<file path="src/rtl/isp_pkg.sv">
// ----------------------------------------------------------------------------
// INI parser package
// Shared types, character codes and record codes.
// ----------------------------------------------------------------------------
package isp_pkg;

    localparam logic [7:0] CH_SP     = 8'h20;
    localparam logic [7:0] CH_TAB    = 8'h09;
    localparam logic [7:0] CH_CR     = 8'h0D;
    localparam logic [7:0] CH_LF     = 8'h0A;
    localparam logic [7:0] CH_SEMI   = 8'h3B;
    localparam logic [7:0] CH_LBRK   = 8'h5B;
    localparam logic [7:0] CH_RBRK   = 8'h5D;
    localparam logic [7:0] CH_EQ     = 8'h3D;
    localparam logic [7:0] CH_PR_LO  = 8'd32;
    localparam logic [7:0] CH_PR_HI  = 8'd126;

    localparam logic [1:0] KIND_ENTRY   = 2'd0;
    localparam logic [1:0] KIND_SECTION = 2'd1;
    localparam logic [1:0] KIND_ERROR   = 2'd2;
    localparam logic [1:0] KIND_END     = 2'd3;

    localparam logic [2:0] ERR_NO_EQ     = 3'd0;
    localparam logic [2:0] ERR_NO_VALUE  = 3'd1;
    localparam logic [2:0] ERR_RB_OPENS  = 3'd2;
    localparam logic [2:0] ERR_NO_SECNM  = 3'd3;
    localparam logic [2:0] ERR_NO_CLOSE  = 3'd4;
    localparam logic [2:0] ERR_LB_CLOSES = 3'd5;
    localparam logic [2:0] ERR_UNEXP     = 3'd6;

    // byte classes from the front end; space is kept apart from tab and CR
    // because it continues a token
    typedef enum logic [3:0] {
        C_SKIP  = 4'd0,
        C_LF    = 4'd1,
        C_SEMI  = 4'd2,
        C_LBRK  = 4'd3,
        C_RBRK  = 4'd4,
        C_EQ    = 4'd5,
        C_PRINT = 4'd6,
        C_OTHER = 4'd7,
        C_SP    = 4'd8
    } t_cls;

    // classified request from front to back
    typedef struct packed {
        logic       byte_valid;
        t_cls       cls;
        logic       eod;
    } t_tok;

    localparam int TOK_BITS = $bits(t_tok);

    // record fields (32-bit view)
    typedef struct packed {
        logic [1:0]  kind;
        logic [31:0] section;
        logic [31:0] nf;
        logic [31:0] nl;
        logic [31:0] vf;
        logic [31:0] vl;
        logic [31:0] line;
        logic [2:0]  err;
        logic        last;
        logic        done;
    } t_rec;

    function automatic t_cls classify(input logic [7:0] ch);
        t_cls c;
        if (ch == CH_SP) c = C_SP;
        else if (ch == CH_TAB || ch == CH_CR) c = C_SKIP;
        else if (ch == CH_LF)   c = C_LF;
        else if (ch == CH_SEMI) c = C_SEMI;
        else if (ch == CH_LBRK) c = C_LBRK;
        else if (ch == CH_RBRK) c = C_RBRK;
        else if (ch == CH_EQ)   c = C_EQ;
        else if (ch >= CH_PR_LO && ch <= CH_PR_HI) c = C_PRINT;
        else c = C_OTHER;
        return c;
    endfunction

endpackage

</file>
<file path="src/rtl/ini_stream_tokenizer_parser.sv">
// Flow: a request accepted into the token queue is handled by the back end
// once it heads that queue and the result queue has room for two records;
// its records are registered into the result queue, whose head drives the ports.
// Throughput: one byte per cycle while not full; the back end takes one
// classified request per cycle while the result queue can take two records.
// Reset: synchronous, active low; clears queues and returns the parser to
// the start of a file.
// ----------------------------------------------------------------------------
// INI stream tokenizer and parser
// Front end classifies bytes into a short queue; back end runs the grammar.
// ----------------------------------------------------------------------------
module ini_stream_tokenizer_parser
    import isp_pkg::*;
#(
    parameter int POSITION_BITS = 32
) (
    input  logic        i_clk,
    input  logic        i_rst_n,
    input  logic        push,
    output logic        full,
    input  logic        i_byte_valid,
    input  logic [7:0]  i_data_byte,
    input  logic        i_end_of_data,
    output logic        empty,
    input  logic        pop,
    output logic [1:0]  o_record_kind,
    output logic [31:0] o_section_number,
    output logic [31:0] o_name_first,
    output logic [31:0] o_name_final,
    output logic [31:0] o_value_first,
    output logic [31:0] o_value_final,
    output logic [31:0] o_line_no,
    output logic [2:0]  o_error_code,
    output logic        o_last_of_run,
    output logic        o_file_done
);
    t_tok w_in, w_q;
    logic w_qempty, w_take, w_room2, w_wr0, w_wr1;
    t_rec w_rec0, w_rec1, w_out;

    // front end: classify; idle items are dropped
    always_comb begin
        w_in.byte_valid = i_byte_valid;
        w_in.cls        = classify(i_data_byte);
        w_in.eod        = i_end_of_data;
    end

    isp_fifo #(.WIDTH(TOK_BITS), .DEPTH(4)) u_tq (
        .i_clk(i_clk), .i_rst_n(i_rst_n),
        .i_push(push && (i_byte_valid || i_end_of_data)), .i_data(w_in), .o_full(full),
        .i_pop(w_take), .o_empty(w_qempty), .o_data(w_q)
    );

    isp_back #(.POSITION_BITS(POSITION_BITS)) u_back (
        .i_clk(i_clk), .i_rst_n(i_rst_n),
        .i_tok(w_q), .i_tok_vld(!w_qempty), .o_tok_take(w_take),
        .i_room2(w_room2), .o_wr0(w_wr0), .o_wr1(w_wr1),
        .o_rec0(w_rec0), .o_rec1(w_rec1)
    );

    isp_outq u_oq (
        .i_clk(i_clk), .i_rst_n(i_rst_n),
        .i_wr0(w_wr0), .i_wr1(w_wr1), .i_rec0(w_rec0), .i_rec1(w_rec1),
        .o_room2(w_room2), .i_pop(pop), .o_empty(empty), .o_rec(w_out)
    );

    assign o_record_kind    = w_out.kind;
    assign o_section_number = w_out.section;
    assign o_name_first     = w_out.nf;
    assign o_name_final     = w_out.nl;
    assign o_value_first    = w_out.vf;
    assign o_value_final    = w_out.vl;
    assign o_line_no        = w_out.line;
    assign o_error_code     = w_out.err;
    assign o_last_of_run    = w_out.last;
    assign o_file_done      = w_out.done;
endmodule

</file>
<file path="src/rtl/isp_fifo.sv">
// ----------------------------------------------------------------------------
// INI parser queue
// Small register queue with push/full and pop/empty sides.
// ----------------------------------------------------------------------------
module isp_fifo #(
    parameter int WIDTH = 8,
    parameter int DEPTH = 4
) (
    input  logic             i_clk,
    input  logic             i_rst_n,
    input  logic             i_push,
    input  logic [WIDTH-1:0] i_data,
    output logic             o_full,
    input  logic             i_pop,
    output logic             o_empty,
    output logic [WIDTH-1:0] o_data
);
    localparam int AW = (DEPTH > 1) ? $clog2(DEPTH) : 1;

    logic [WIDTH-1:0] r_mem [DEPTH];
    logic [AW-1:0]    r_wp, r_rp;
    logic [AW:0]      r_cnt;
    logic             w_push, w_pop;

    assign o_full  = (r_cnt == (AW+1)'(DEPTH));
    assign o_empty = (r_cnt == '0);
    assign o_data  = r_mem[r_rp];
    assign w_push  = i_push && !o_full;
    assign w_pop   = i_pop && !o_empty;

    // pointers and count
    always_ff @(posedge i_clk) begin
        if (!i_rst_n) begin
            r_wp  <= '0;
            r_rp  <= '0;
            r_cnt <= '0;
        end else begin
            if (w_push) r_wp <= (r_wp == AW'(DEPTH-1)) ? '0 : r_wp + 1'b1;
            if (w_pop)  r_rp <= (r_rp == AW'(DEPTH-1)) ? '0 : r_rp + 1'b1;
            r_cnt <= r_cnt + (AW+1)'(w_push) - (AW+1)'(w_pop);
        end
    end

    // storage
    always_ff @(posedge i_clk) begin
        if (w_push) r_mem[r_wp] <= i_data;
    end
endmodule

</file>
<file path="src/rtl/isp_back.sv">
// ----------------------------------------------------------------------------
// INI parser back end
// Lexer and grammar state; turns one classified request into up to two
// records, written into the result queue.
// ----------------------------------------------------------------------------
module isp_back
    import isp_pkg::*;
#(
    parameter int POSITION_BITS = 32
) (
    input  logic  i_clk,
    input  logic  i_rst_n,
    input  t_tok  i_tok,
    input  logic  i_tok_vld,
    output logic  o_tok_take,
    input  logic  i_room2,
    output logic  o_wr0,
    output logic  o_wr1,
    output t_rec  o_rec0,
    output t_rec  o_rec1
);
    localparam int PB = POSITION_BITS;

    typedef enum logic [2:0] {
        LX_BLANK   = 3'b001,
        LX_COMMENT = 3'b010,
        LX_TOKEN   = 3'b100
    } t_lex;

    typedef enum logic [5:0] {
        PH_START   = 6'b000001,
        PH_WANT_EQ = 6'b000010,
        PH_WANT_VL = 6'b000100,
        PH_WANT_SN = 6'b001000,
        PH_WANT_CL = 6'b010000,
        PH_FAILED  = 6'b100000
    } t_ph;

    t_lex          r_lex, n_lex;
    t_ph           r_ph, n_ph;
    logic [PB-1:0] r_off, n_off;
    logic [31:0]   r_line, n_line;
    logic [PB-1:0] r_tf, n_tf;
    logic [PB-1:0] r_hnf, n_hnf;
    logic [PB-1:0] r_hnl, n_hnl;
    logic [PB-1:0] r_ob, n_ob;
    logic [31:0]   r_sec, n_sec;

    logic          w_go;
    t_rec          w_r[2];
    logic [1:0]    w_cnt;

    assign w_go       = i_tok_vld && i_room2;
    assign o_tok_take = w_go;

    function automatic logic [2:0] miss(input t_ph p);
        logic [2:0] e;
        case (p)
            PH_WANT_EQ: e = ERR_NO_EQ;
            PH_WANT_VL: e = ERR_NO_VALUE;
            PH_WANT_SN: e = ERR_NO_SECNM;
            PH_WANT_CL: e = ERR_NO_CLOSE;
            default:    e = ERR_UNEXP;
        endcase
        return e;
    endfunction

    // next-state and record build, following byte then end of file
    always_comb begin
        logic [PB-1:0] off;
        logic          cont;
        logic          blank;
        t_cls          c;
        n_lex = r_lex; n_ph = r_ph; n_off = r_off; n_line = r_line;
        n_tf = r_tf; n_hnf = r_hnf; n_hnl = r_hnl; n_ob = r_ob; n_sec = r_sec;
        w_r[0] = '0; w_r[1] = '0; w_cnt = 2'd0;
        off   = r_off;
        c     = i_tok.cls;
        blank = 1'b0;
        cont  = 1'b0;
        if (i_tok.byte_valid) begin
            if (n_ph != PH_FAILED) begin
                if (n_lex == LX_TOKEN) begin
                    // spaces and ';' inside a token are kept; tab and CR end it
                    cont = (c == C_PRINT) || (c == C_SEMI) || (c == C_SP);
                    if (!cont) begin
                        n_lex = LX_BLANK;
                        if (n_ph == PH_WANT_EQ || n_ph == PH_WANT_CL) n_hnl = off - 1'b1;
                        else if (n_ph == PH_START) begin
                            w_r[w_cnt[0]] = '{KIND_ENTRY, n_sec, 32'(n_hnf), 32'(n_hnl),
                                              32'(n_tf), 32'(off - 1'b1), n_line,
                                              3'd0, 1'b0, 1'b0};
                            w_cnt = w_cnt + 1'b1;
                        end
                        blank = 1'b1;
                    end
                end else if (n_lex == LX_COMMENT) begin
                    if (c == C_LF) begin
                        n_line = n_line + 1'b1;
                        n_lex  = LX_BLANK;
                    end
                end else begin
                    blank = 1'b1;
                end
            end
            if (blank) begin
                case (c)
                    C_SKIP: ;
                    C_SP:   ;
                    C_LF:   n_line = n_line + 1'b1;
                    C_SEMI: n_lex = LX_COMMENT;
                    C_LBRK: begin
                        if (n_ph == PH_START) begin
                            n_ob = off; n_ph = PH_WANT_SN;
                        end else begin
                            w_r[w_cnt[0]] = '{KIND_ERROR, n_sec, 32'd0, 32'd0, 32'd0,
                                32'd0, n_line,
                                (n_ph == PH_WANT_CL) ? ERR_LB_CLOSES : miss(n_ph),
                                1'b0, 1'b1};
                            w_cnt = w_cnt + 1'b1; n_ph = PH_FAILED; n_lex = LX_BLANK;
                        end
                    end
                    C_RBRK: begin
                        if (n_ph == PH_WANT_CL) begin
                            n_sec = n_sec + 1'b1;
                            w_r[w_cnt[0]] = '{KIND_SECTION, n_sec, 32'(n_hnf), 32'(n_hnl),
                                              32'(n_ob), 32'(off), n_line, 3'd0,
                                              1'b0, 1'b0};
                            w_cnt = w_cnt + 1'b1; n_ph = PH_START;
                        end else begin
                            w_r[w_cnt[0]] = '{KIND_ERROR, n_sec, 32'd0, 32'd0, 32'd0,
                                32'd0, n_line,
                                (n_ph == PH_START) ? ERR_RB_OPENS : miss(n_ph),
                                1'b0, 1'b1};
                            w_cnt = w_cnt + 1'b1; n_ph = PH_FAILED; n_lex = LX_BLANK;
                        end
                    end
                    C_EQ: begin
                        if (n_ph == PH_WANT_EQ) n_ph = PH_WANT_VL;
                        else begin
                            w_r[w_cnt[0]] = '{KIND_ERROR, n_sec, 32'd0, 32'd0, 32'd0,
                                32'd0, n_line, miss(n_ph), 1'b0, 1'b1};
                            w_cnt = w_cnt + 1'b1; n_ph = PH_FAILED; n_lex = LX_BLANK;
                        end
                    end
                    C_PRINT: begin
                        if (n_ph == PH_START) begin
                            n_hnf = off; n_ph = PH_WANT_EQ; n_lex = LX_TOKEN;
                        end else if (n_ph == PH_WANT_VL) begin
                            n_tf = off; n_ph = PH_START; n_lex = LX_TOKEN;
                        end else if (n_ph == PH_WANT_SN) begin
                            n_hnf = off; n_ph = PH_WANT_CL; n_lex = LX_TOKEN;
                        end else begin
                            w_r[w_cnt[0]] = '{KIND_ERROR, n_sec, 32'd0, 32'd0, 32'd0,
                                32'd0, n_line, miss(n_ph), 1'b0, 1'b1};
                            w_cnt = w_cnt + 1'b1; n_ph = PH_FAILED; n_lex = LX_BLANK;
                        end
                    end
                    default: begin
                        w_r[w_cnt[0]] = '{KIND_ERROR, n_sec, 32'd0, 32'd0, 32'd0,
                            32'd0, n_line, miss(n_ph), 1'b0, 1'b1};
                        w_cnt = w_cnt + 1'b1; n_ph = PH_FAILED; n_lex = LX_BLANK;
                    end
                endcase
            end
            n_off = off + 1'b1;
        end
        if (i_tok.eod) begin
            if (n_ph != PH_FAILED) begin
                if (n_lex == LX_TOKEN) begin
                    if (n_ph == PH_WANT_EQ || n_ph == PH_WANT_CL) n_hnl = n_off - 1'b1;
                    else if (n_ph == PH_START) begin
                        w_r[w_cnt[0]] = '{KIND_ENTRY, n_sec, 32'(n_hnf), 32'(n_hnl),
                                          32'(n_tf), 32'(n_off - 1'b1), n_line,
                                          3'd0, 1'b0, 1'b0};
                        w_cnt = w_cnt + 1'b1;
                    end
                end
                if (n_ph == PH_START)
                    w_r[w_cnt[0]] = '{KIND_END, n_sec, 32'd0, 32'd0, 32'd0, 32'd0,
                                      n_line, 3'd0, 1'b0, 1'b1};
                else
                    w_r[w_cnt[0]] = '{KIND_ERROR, n_sec, 32'd0, 32'd0, 32'd0, 32'd0,
                                      n_line, miss(n_ph), 1'b0, 1'b1};
                w_cnt = w_cnt + 1'b1;
            end
            n_lex = LX_BLANK; n_ph = PH_START; n_off = '0; n_line = 32'd1;
            n_tf = '0; n_hnf = '0; n_hnl = '0; n_ob = '0; n_sec = '0;
        end
        if (w_cnt == 2'd1) w_r[0].last = 1'b1;
        if (w_cnt == 2'd2) w_r[1].last = 1'b1;
    end

    assign o_wr0  = w_go && (w_cnt != 2'd0);
    assign o_wr1  = w_go && (w_cnt == 2'd2);
    assign o_rec0 = w_r[0];
    assign o_rec1 = w_r[1];

    // state registers
    always_ff @(posedge i_clk) begin
        if (!i_rst_n) begin
            r_lex <= LX_BLANK; r_ph <= PH_START; r_off <= '0; r_line <= 32'd1;
            r_tf <= '0; r_hnf <= '0; r_hnl <= '0; r_ob <= '0; r_sec <= '0;
        end else if (w_go) begin
            r_lex <= n_lex; r_ph <= n_ph; r_off <= n_off; r_line <= n_line;
            r_tf <= n_tf; r_hnf <= n_hnf; r_hnl <= n_hnl; r_ob <= n_ob; r_sec <= n_sec;
        end
    end
endmodule

</file>
<file path="src/rtl/isp_outq.sv">
// ----------------------------------------------------------------------------
// INI parser result queue
// Takes up to two records a cycle, hands out one; reports room for two.
// ----------------------------------------------------------------------------
module isp_outq
    import isp_pkg::*;
(
    input  logic i_clk,
    input  logic i_rst_n,
    input  logic i_wr0,
    input  logic i_wr1,
    input  t_rec i_rec0,
    input  t_rec i_rec1,
    output logic o_room2,
    input  logic i_pop,
    output logic o_empty,
    output t_rec o_rec
);
    localparam int DEPTH = 4;

    t_rec       r_mem [DEPTH];
    logic [1:0] r_wp, r_rp;
    logic [2:0] r_cnt;
    logic       w_pop;

    assign o_empty = (r_cnt == 3'd0);
    assign o_room2 = (r_cnt <= 3'(DEPTH - 2));
    assign o_rec   = r_mem[r_rp];
    assign w_pop   = i_pop && !o_empty;

    // pointers and count; writers only write when room for two
    always_ff @(posedge i_clk) begin
        if (!i_rst_n) begin
            r_wp <= '0; r_rp <= '0; r_cnt <= '0;
        end else begin
            r_wp  <= r_wp + 2'(i_wr0) + 2'(i_wr1);
            r_rp  <= r_rp + 2'(w_pop);
            r_cnt <= r_cnt + 3'(i_wr0) + 3'(i_wr1) - 3'(w_pop);
        end
    end

    // storage
    always_ff @(posedge i_clk) begin
        if (i_wr0) r_mem[r_wp] <= i_rec0;
        if (i_wr1) r_mem[r_wp + 2'd1] <= i_rec1;
    end
endmodule

</file>
<file path="config.mk">
export PLATFORM = sky130hd
export DESIGN_NAME = ini_stream_tokenizer_parser
export DESIGN_NICKNAME = d
export VERILOG_FILES = /design/src/rtl/isp_pkg.sv /design/src/rtl/ini_stream_tokenizer_parser.sv /design/src/rtl/isp_fifo.sv /design/src/rtl/isp_back.sv /design/src/rtl/isp_outq.sv
export SDC_FILE = /design/constraint.sdc
export NUM_CORES = 2
export LEC_CHECK = 0
export BUFFER_PORTS_ARGS = -buffer_cell sky130_fd_sc_hd__buf_2
export CAP_MARGIN = 40
export CORE_AREA = 8 8 360 362
export CTS_CLUSTER_SIZE = 8
export DETAILED_ROUTE_END_ITERATION = 7
export DIE_AREA = 0 0 368 370
export PLACE_DENSITY = 0.68
export SETUP_SLACK_MARGIN = 0.2
export SLEW_MARGIN = 30
export SYNTH_ARGS = -nofsm -noshare
export SYNTH_HDL_FRONTEND = slang
export SYNTH_SLANG_ARGS = --single-unit
</file>
<file path="constraint.sdc">
create_clock -name i_clk -period 31.9 [get_ports i_clk]
set_clock_uncertainty 0.1 [all_clocks]
set_input_delay 1.595 -clock i_clk [delete_from_list [all_inputs] [get_ports i_clk]]
set_output_delay 1.595 -clock i_clk [all_outputs]
set_load 0.01 [all_outputs]
</file>
* After elaboration in Yosys (flattened, before gate mapping)
Memory sizes are Yosys's and may differ from the RTL's. A register that Yosys moved wholly into a read port is not among the register bits. Cells that the tools add are included.
Word-level totals: bits in registers 247, bits in latches 0, memory bits (writable) 820, memory bits (read-only) 0, input bits 14, output and inout port bits 201, logic and storage cells 298, memories 2
Operators by class: add/sub/neg operators 20, multipliers 0, divide/modulo/power cells 0, $lt $le $gt $ge 9, equality and inequality tests 35, shift operators 0, mux-type cells 182, bitwise logic cells 3, reduce and logical (&&, ||, !) cells 32
Memories:
- u_oq.r_mem | words 4, width 199, rd ports 1, clocked after Yosys merged registers in 1, wr ports 2, RTL line isp_outq.sv:21 | t_rec r_mem [DEPTH];
- u_tq.r_mem | words 4, width 6, rd ports 1, clocked after Yosys merged registers in 1, wr ports 1, RTL line isp_fifo.sv:20 | logic [WIDTH-1:0] r_mem [DEPTH];
Operators with widths (count):
- $mux 398 | 16
- $bwmux 398 | 9
- $pmux 398 s5 | 1
- $mux 199 | 8
- $mux 32 | 41
- $demux 199 s1 | 3
- $mux 197 | 1
- $mux 3 | 44
- $add 32x1->32 const B | 4
- $sub 32x1->32 const B | 2
- $mux 6 | 9
- $mux 2 | 26
- $pmux 6 s5 | 1
- $eq 8x4->1 const B | 3
- $eq 8x6->1 const B | 3
- $pmux 3 s4 | 2
- $pmux 3 s3 | 2
- $pmux 3 s6 | 1
- $eq 8x7->1 const B | 2
- $mux 1 | 15
- $add 2x1->2 const B | 6
- $eq 4x3->1 const B | 3
- $eq 6x1->1 const B | 2
- $eq 6x2->1 const B | 2
- other kinds (33) | 75

* Depth between registers and ports, before layout
depth in word-level cells 30, gate-level depth with buffers 23, gate-level depth less buffers 19

* Hierarchy
From an unflattened synthesis, not the netlist that was laid out.
Second synthesis, totals: cell total of the unflattened synthesis 5080, area total of the unflattened synthesis 61895.6 um2
By module, submodules not included:
- isp_outq | times used 1, cells an instance 1967, area each 39237.6 um2, sequential area each 24043.1 um2
- isp_back | times used 1, cells an instance 3003, area each 21119.0 um2, sequential area each 4664.5 um2
- isp_fifo | times used 1, cells an instance 84, area each 1352.5 um2, sequential area each 900.9 um2
- ini_stream_tokenizer_parser | times used 1, cells an instance 26, area each 186.4 um2, sequential area each 0.0 um2

* Least setup slack after synthesis
Ideal clock, no wire load.
path type register to register, from register u_back.r_ph[4], to memory u_oq.r_mem[1][0] (netlist bit), enable pin, library setup time 1.111 ns, arrival 19.848 ns, setup slack 10.841 ns, cell stages (with the launch flop) 18, buffers on the path 5, clock period less this slack 21.059 ns, cells stage by stage dfxtp_1 -> clkbuf_1 -> or4_1 -> clkbuf_1 -> nor2_2 -> inv_1 -> nor4_1 -> clkbuf_1 -> clkbuf_1 -> ha_1 -> a22o_1 -> a21oi_1 -> a31oi_1 -> a21oi_1 -> nor2_1 -> clkbuf_1 -> nand2_1 -> a311oi_1
RTL lines:
- from (decl) | RTL line isp_back.sv:40 | t_ph r_ph, n_ph;
- from (signal assigned) | RTL line isp_back.sv:205 | r_lex <= n_lex; r_ph <= n_ph; r_off <= n_off; r_line <= n_line;
- to (decl) | RTL line isp_outq.sv:21

==> implementation parameters <==
Parameter                              Value

Run status
  Outcome ... complete, no violations

Setup path
  Reg2reg path depth ... 15
  Worst EP arrival ... 8.03 ns
  Kind of critical path ... register to register
  Maximum fanout encountered on the critical timing path ... 51
  CP startpoint kind ... register
  Capture point of the worst reg-to-reg path ... u_oq.r_mem[2][95]$_DFFE_PP_
  Kind of end point of the critical path ... register
  Worst path required time ... 32.32 ns
  Minimum setup slack among reg-to-reg paths ... 24.29 ns

STA
  Max transition margin ... 0.2895
  Setup total negative slack ... 0 ns
  RSZ-0062 raised after global routing ... false
  WHS ... 0.4050 ns
  Peak clock frequency supported by timing ... 131.5 MHz
  Smallest setup slack after layout ... 24.29 ns
  # setup viols final ... 0
  Fin. max-slew vios ... 0
  Final Hold Fails ... 0
  Shortest period the worst path allows ... 7.605 ns
  Fraction of the cycle the final worst path needs ... 0.2384
  Measured slew at the worst slew-check pin ... 1.066 ns

Logic synthesis
  Adder-cell share of the synthesized area ... 0.006161
  Xor and xnor fraction of the mapped netlist area ... 0.02232
  Share of the synthesized area in compound gates (AO/OA/AOI/OAI) ... 0.1460
  Post-synthesis async set-or-reset flop share ... 0
  Count of distinct cell types in the synthesized netlist ... 96
  Multiplexer share of the synthesized area ... 0.1022
  Post-synthesis register bit count ... 1065
  Fraction of the yosys area taken by sequential cells ... 0.5113
  Total nets after synthesis ... 5656
  Syn Std Cell Area ... 57680 um^2
  Main synth FF type ... sky130_fd_sc_hd__edfxtp_1
  Number of enable flip-flop cells after synthesis ... 816
  Synth Area in Simple Gates ... 0.1732
  Combinational family with the most area after synthesis ... simple AND/OR/NAND/NOR gates
  Syn Inst Count ... 5616
  Ys Warns ... 0
  Average cell area after synthesis ... 10.27 um^2

Detailed routing
  DR vias/cell ... 6.329
  Detail Route Antenna Nets ... 0
  First drt pass iteration count ... 8
  Vias ... 46690
  Drt initial violations ... 5963
  Routed wire length ... 186.0 mm
  DRC Markers ... 0
  Per-cell routed wire length ... 25.22 um

Cells and area
  Ant diodes ... 0
  Area overhead of the layout relative to synthesis ... 13.13%
  Number of nets in the finished design ... 5664
  Share of layout cells above drive strength 1 ... 0.1472
  Final Instance Count excl. Fillers ... 7377
  Fill cell instance count of the final layout ... 10800

Clock tree
  Clock transition at the registers of the reported paths ... 0.05 ns
  Clock tree from TritonCTS ... done
  Number of sinks on the clock net ... 1065
  H-tree depth reported by CTS ... 4
  Later-pin clock latency in the skew report ... 0.80 ns
  Max clock buf depth ... 3
  Post-CTS Resized ... 0
  Count of buffers added by post-CTS timing repair for setup ... 0
  Clk Tree Root Cell ... sky130_fd_sc_hd__clkbuf_16
  Number of hold-repair buffers added at the cts stage ... 0
  TritonCTS Buffers ... 152

Power
  Cell internal power dissipation ... 3568 uW
  Leakage dissipation ... 0.02217 uW
  Reported net switching power ... 2222 uW
  Fraction of power consumed by combinational cells ... 0.384
  Net Sw Frac ... 0.3838
  Flop pwr share ... 0.353
  Worst-case vdd ir drop ... 131.5 uV
  Power Dens Cells ... 88.74 nW/um^2
  Total Power ... 5790 uW
  Clock group share of total power ... 0.263

Placement
  HPWL Detailed ... 117.3 mm
  Post-placement worst setup slack ... 24.40 ns
  RD Place Congestion ... 0.9756
  Buffers on Ports ... 214
  Placed Cells ... 7103

Floorplanning
  Cell row count ... 130
  Total die area ... 136200 um^2
  Boundary pin count ... 215
  Overall die width ... 368 um
  Initial Util ... 0.4641
  Floorplan die height ... 370 um
  Placeable core region ... 124300 um^2

Global route
  Sum of overflow across all layers after global routing ... 0
  Vias in the first global route ... 44110
  Antenna violations before repair ... 1
  Overall routing resource usage ... 0.2620
  Global-route wire length before repair ... 279.0 mm
  Maximum number of pins on one net before global-route repair ... 137

Min path
  Hold-critical path depth ... 2
  Path category of the worst min-delay check ... register to register
  Beginning of the worst hold path ... u_tq.r_rp[1]$_SDFFE_PN0P_

Flow run
  Max capacitance violation total ... 0
==> placed cells by master (no fill, tap or decap), types with 20 or more instances in the layout <==
master / count
sky130_fd_sc_hd__a211oi_1: 20
sky130_fd_sc_hd__a21boi_0: 35
sky130_fd_sc_hd__a21oi_1: 323
sky130_fd_sc_hd__a221o_1: 31
sky130_fd_sc_hd__a22oi_1: 194
sky130_fd_sc_hd__a31oi_1: 65
sky130_fd_sc_hd__and2_1: 73
sky130_fd_sc_hd__and3_1: 41
sky130_fd_sc_hd__buf_2: 218
sky130_fd_sc_hd__buf_4: 112
sky130_fd_sc_hd__clkbuf_1: 86
sky130_fd_sc_hd__clkbuf_16: 152
sky130_fd_sc_hd__dfxtp_1: 247
sky130_fd_sc_hd__edfxtp_1: 816
sky130_fd_sc_hd__ha_1: 22
sky130_fd_sc_hd__inv_1: 45
sky130_fd_sc_hd__mux2i_1: 122
sky130_fd_sc_hd__mux4_2: 203
sky130_fd_sc_hd__nand2_1: 525
sky130_fd_sc_hd__nand3_1: 82
sky130_fd_sc_hd__nand4_1: 38
sky130_fd_sc_hd__nor2_1: 861
sky130_fd_sc_hd__nor2b_1: 180
sky130_fd_sc_hd__nor3_1: 103
sky130_fd_sc_hd__nor4_1: 67
sky130_fd_sc_hd__o21ai_0: 362
sky130_fd_sc_hd__o31ai_1: 34
sky130_fd_sc_hd__or3_1: 40
sky130_fd_sc_hd__xnor2_1: 88
sky130_fd_sc_hd__xor2_1: 59
==> worst max path at each step <==
stage                           startpoint                            to
2_1_floorplan  u_back.r_ph[4]$_SDFFE_PN0P_    u_oq.r_mem[1][0]$_DFFE_PP_
3_3_place_gp                      register  u_oq.r_mem[2][138]$_DFFE_PP_
3_5_place_dp                      register  u_oq.r_mem[2][138]$_DFFE_PP_
4_1_cts                           register  u_oq.r_mem[2][140]$_DFFE_PP_
5_1_grt                           register   u_oq.r_mem[2][93]$_DFFE_PP_
6_report                          register   u_oq.r_mem[2][95]$_DFFE_PP_
==> logic make-up after synthesis <==
kind of cell | Yosys count
AOI/OAI and AO/OA | 1325
adders and majority gates | 26
and+or+nand+nor | 2156
DFF | 1065
muxes | 334
buffers and inverters | 563
xor gates and xnor gates | 147
==> flip-flops by register name, indices dropped and copies added, names as in the netlist, 3 cells and up, named ones only <==
| name | count |
|---|---|
| u_back.r_sec | 32 |
| u_back.r_tf | 32 |
| u_tq.r_cnt | 3 |
| u_tq.r_mem | 24 |
| u_oq.r_cnt | 3 |
| u_back.r_line | 32 |
| u_back.r_hnf | 32 |
| u_oq.r_mem | 792 |
| u_back.r_lex | 3 |
| u_back.r_ob | 32 |
| u_back.r_hnl | 32 |
| u_back.r_off | 32 |
| u_back.r_ph | 6 |
==> routing by layer <==
metal  vias up  share of wire  GRT usage
li1      20760              -          -
met1     23010           0.41     0.3677
met2      2539           0.46     0.4075
met3       378          0.091    0.04419
met4         0          0.037     0.1006
met5         -              0          0
==> power groups by stage <==
stage / logic (uW) / clock network, uW / registers [uW]
floorplan: 1350 / 0 / 2230
global placement: 2150 / 0 / 2050
detailed placement: 2200 / 0 / 2070
CTS: 2210 / 1540 / 2050
global route: 2360 / 1600 / 2070
finish: 2220 / 1520 / 2050
==> cell usage after synthesis (15+ instances only) <==
cell type,number,area share
sky130_fd_sc_hd__o211ai_1,16,0.0021
sky130_fd_sc_hd__nand2_1,528,0.034
sky130_fd_sc_hd__or3_1,40,0.0043
sky130_fd_sc_hd__or2_2,15,0.0016
sky130_fd_sc_hd__edfxtp_1,816,0.42
sky130_fd_sc_hd__nor2b_1,180,0.020
sky130_fd_sc_hd__nand2b_1,17,0.0018
sky130_fd_sc_hd__a21oi_1,328,0.028
sky130_fd_sc_hd__nand4_1,38,0.0041
sky130_fd_sc_hd__dfxtp_1,249,0.086
sky130_fd_sc_hd__a21o_1,15,0.0020
sky130_fd_sc_hd__and2_1,74,0.0080
sky130_fd_sc_hd__nor4_1,68,0.0074
sky130_fd_sc_hd__buf_2,79,0.0069
sky130_fd_sc_hd__mux2i_1,122,0.021
sky130_fd_sc_hd__nor3_1,105,0.0091
sky130_fd_sc_hd__o21a_1,20,0.0026
sky130_fd_sc_hd__clkbuf_1,367,0.024
sky130_fd_sc_hd__a2bb2oi_1,17,0.0026
sky130_fd_sc_hd__o31ai_1,35,0.0046
sky130_fd_sc_hd__a221o_1,31,0.0054
sky130_fd_sc_hd__inv_1,46,0.0030
sky130_fd_sc_hd__xor2_1,59,0.0090
sky130_fd_sc_hd__nor2_1,867,0.056
sky130_fd_sc_hd__and3_1,41,0.0044
sky130_fd_sc_hd__xnor2_1,88,0.013
sky130_fd_sc_hd__a31oi_1,66,0.0072
sky130_fd_sc_hd__nand3_1,82,0.0071
sky130_fd_sc_hd__buf_1,66,0.0043
sky130_fd_sc_hd__mux4_2,203,0.079
sky130_fd_sc_hd__a21boi_0,35,0.0046
sky130_fd_sc_hd__a22oi_1,194,0.025
sky130_fd_sc_hd__and4_1,17,0.0026
sky130_fd_sc_hd__o22ai_1,19,0.0021
sky130_fd_sc_hd__a211oi_1,22,0.0029
sky130_fd_sc_hd__ha_1,22,0.0048
sky130_fd_sc_hd__o21ai_0,367,0.032
==> area by class of cell <==
cell class                      instances  area (um^2)  area share
Clock inverter                         19        369.1    0.005657
Timing Repair Buffer                  371         2744     0.04205
Tap cell                             1650         2064     0.03164
Clock buffer                          238         4126     0.06324
Sequential cell                      1065        29500      0.4520
Inverter                               46        172.7    0.002646
Multi-Input combinational cell       3988        26280      0.4027
==> metrics by stage <==
step,utilization,cell area (um^2)
detailed placement,0.4862,60420
global placement,0.4831,60040
global route,0.5251,65250
CTS,0.5224,64920
finish,0.5251,65250
floorplan,-,57680
==> critical path: stages (launching register included) <==
cell                       delay (ns)
sky130_fd_sc_hd__dfxtp_1         0.62
sky130_fd_sc_hd__mux4_2          0.89
sky130_fd_sc_hd__or4b_2          1.05
sky130_fd_sc_hd__nor2_2          0.47
sky130_fd_sc_hd__o21ai_0         0.22
sky130_fd_sc_hd__a221oi_1        0.53
sky130_fd_sc_hd__and2_1          0.34
sky130_fd_sc_hd__and2_1          0.16
sky130_fd_sc_hd__buf_4           0.38
sky130_fd_sc_hd__o21ai_1         0.13
sky130_fd_sc_hd__buf_4           0.27
sky130_fd_sc_hd__o211ai_1        0.63
sky130_fd_sc_hd__o21ai_4         0.33
sky130_fd_sc_hd__buf_4           0.44
sky130_fd_sc_hd__buf_4           0.41
sky130_fd_sc_hd__buf_12          0.24
(Power assumes the default switching activity.)
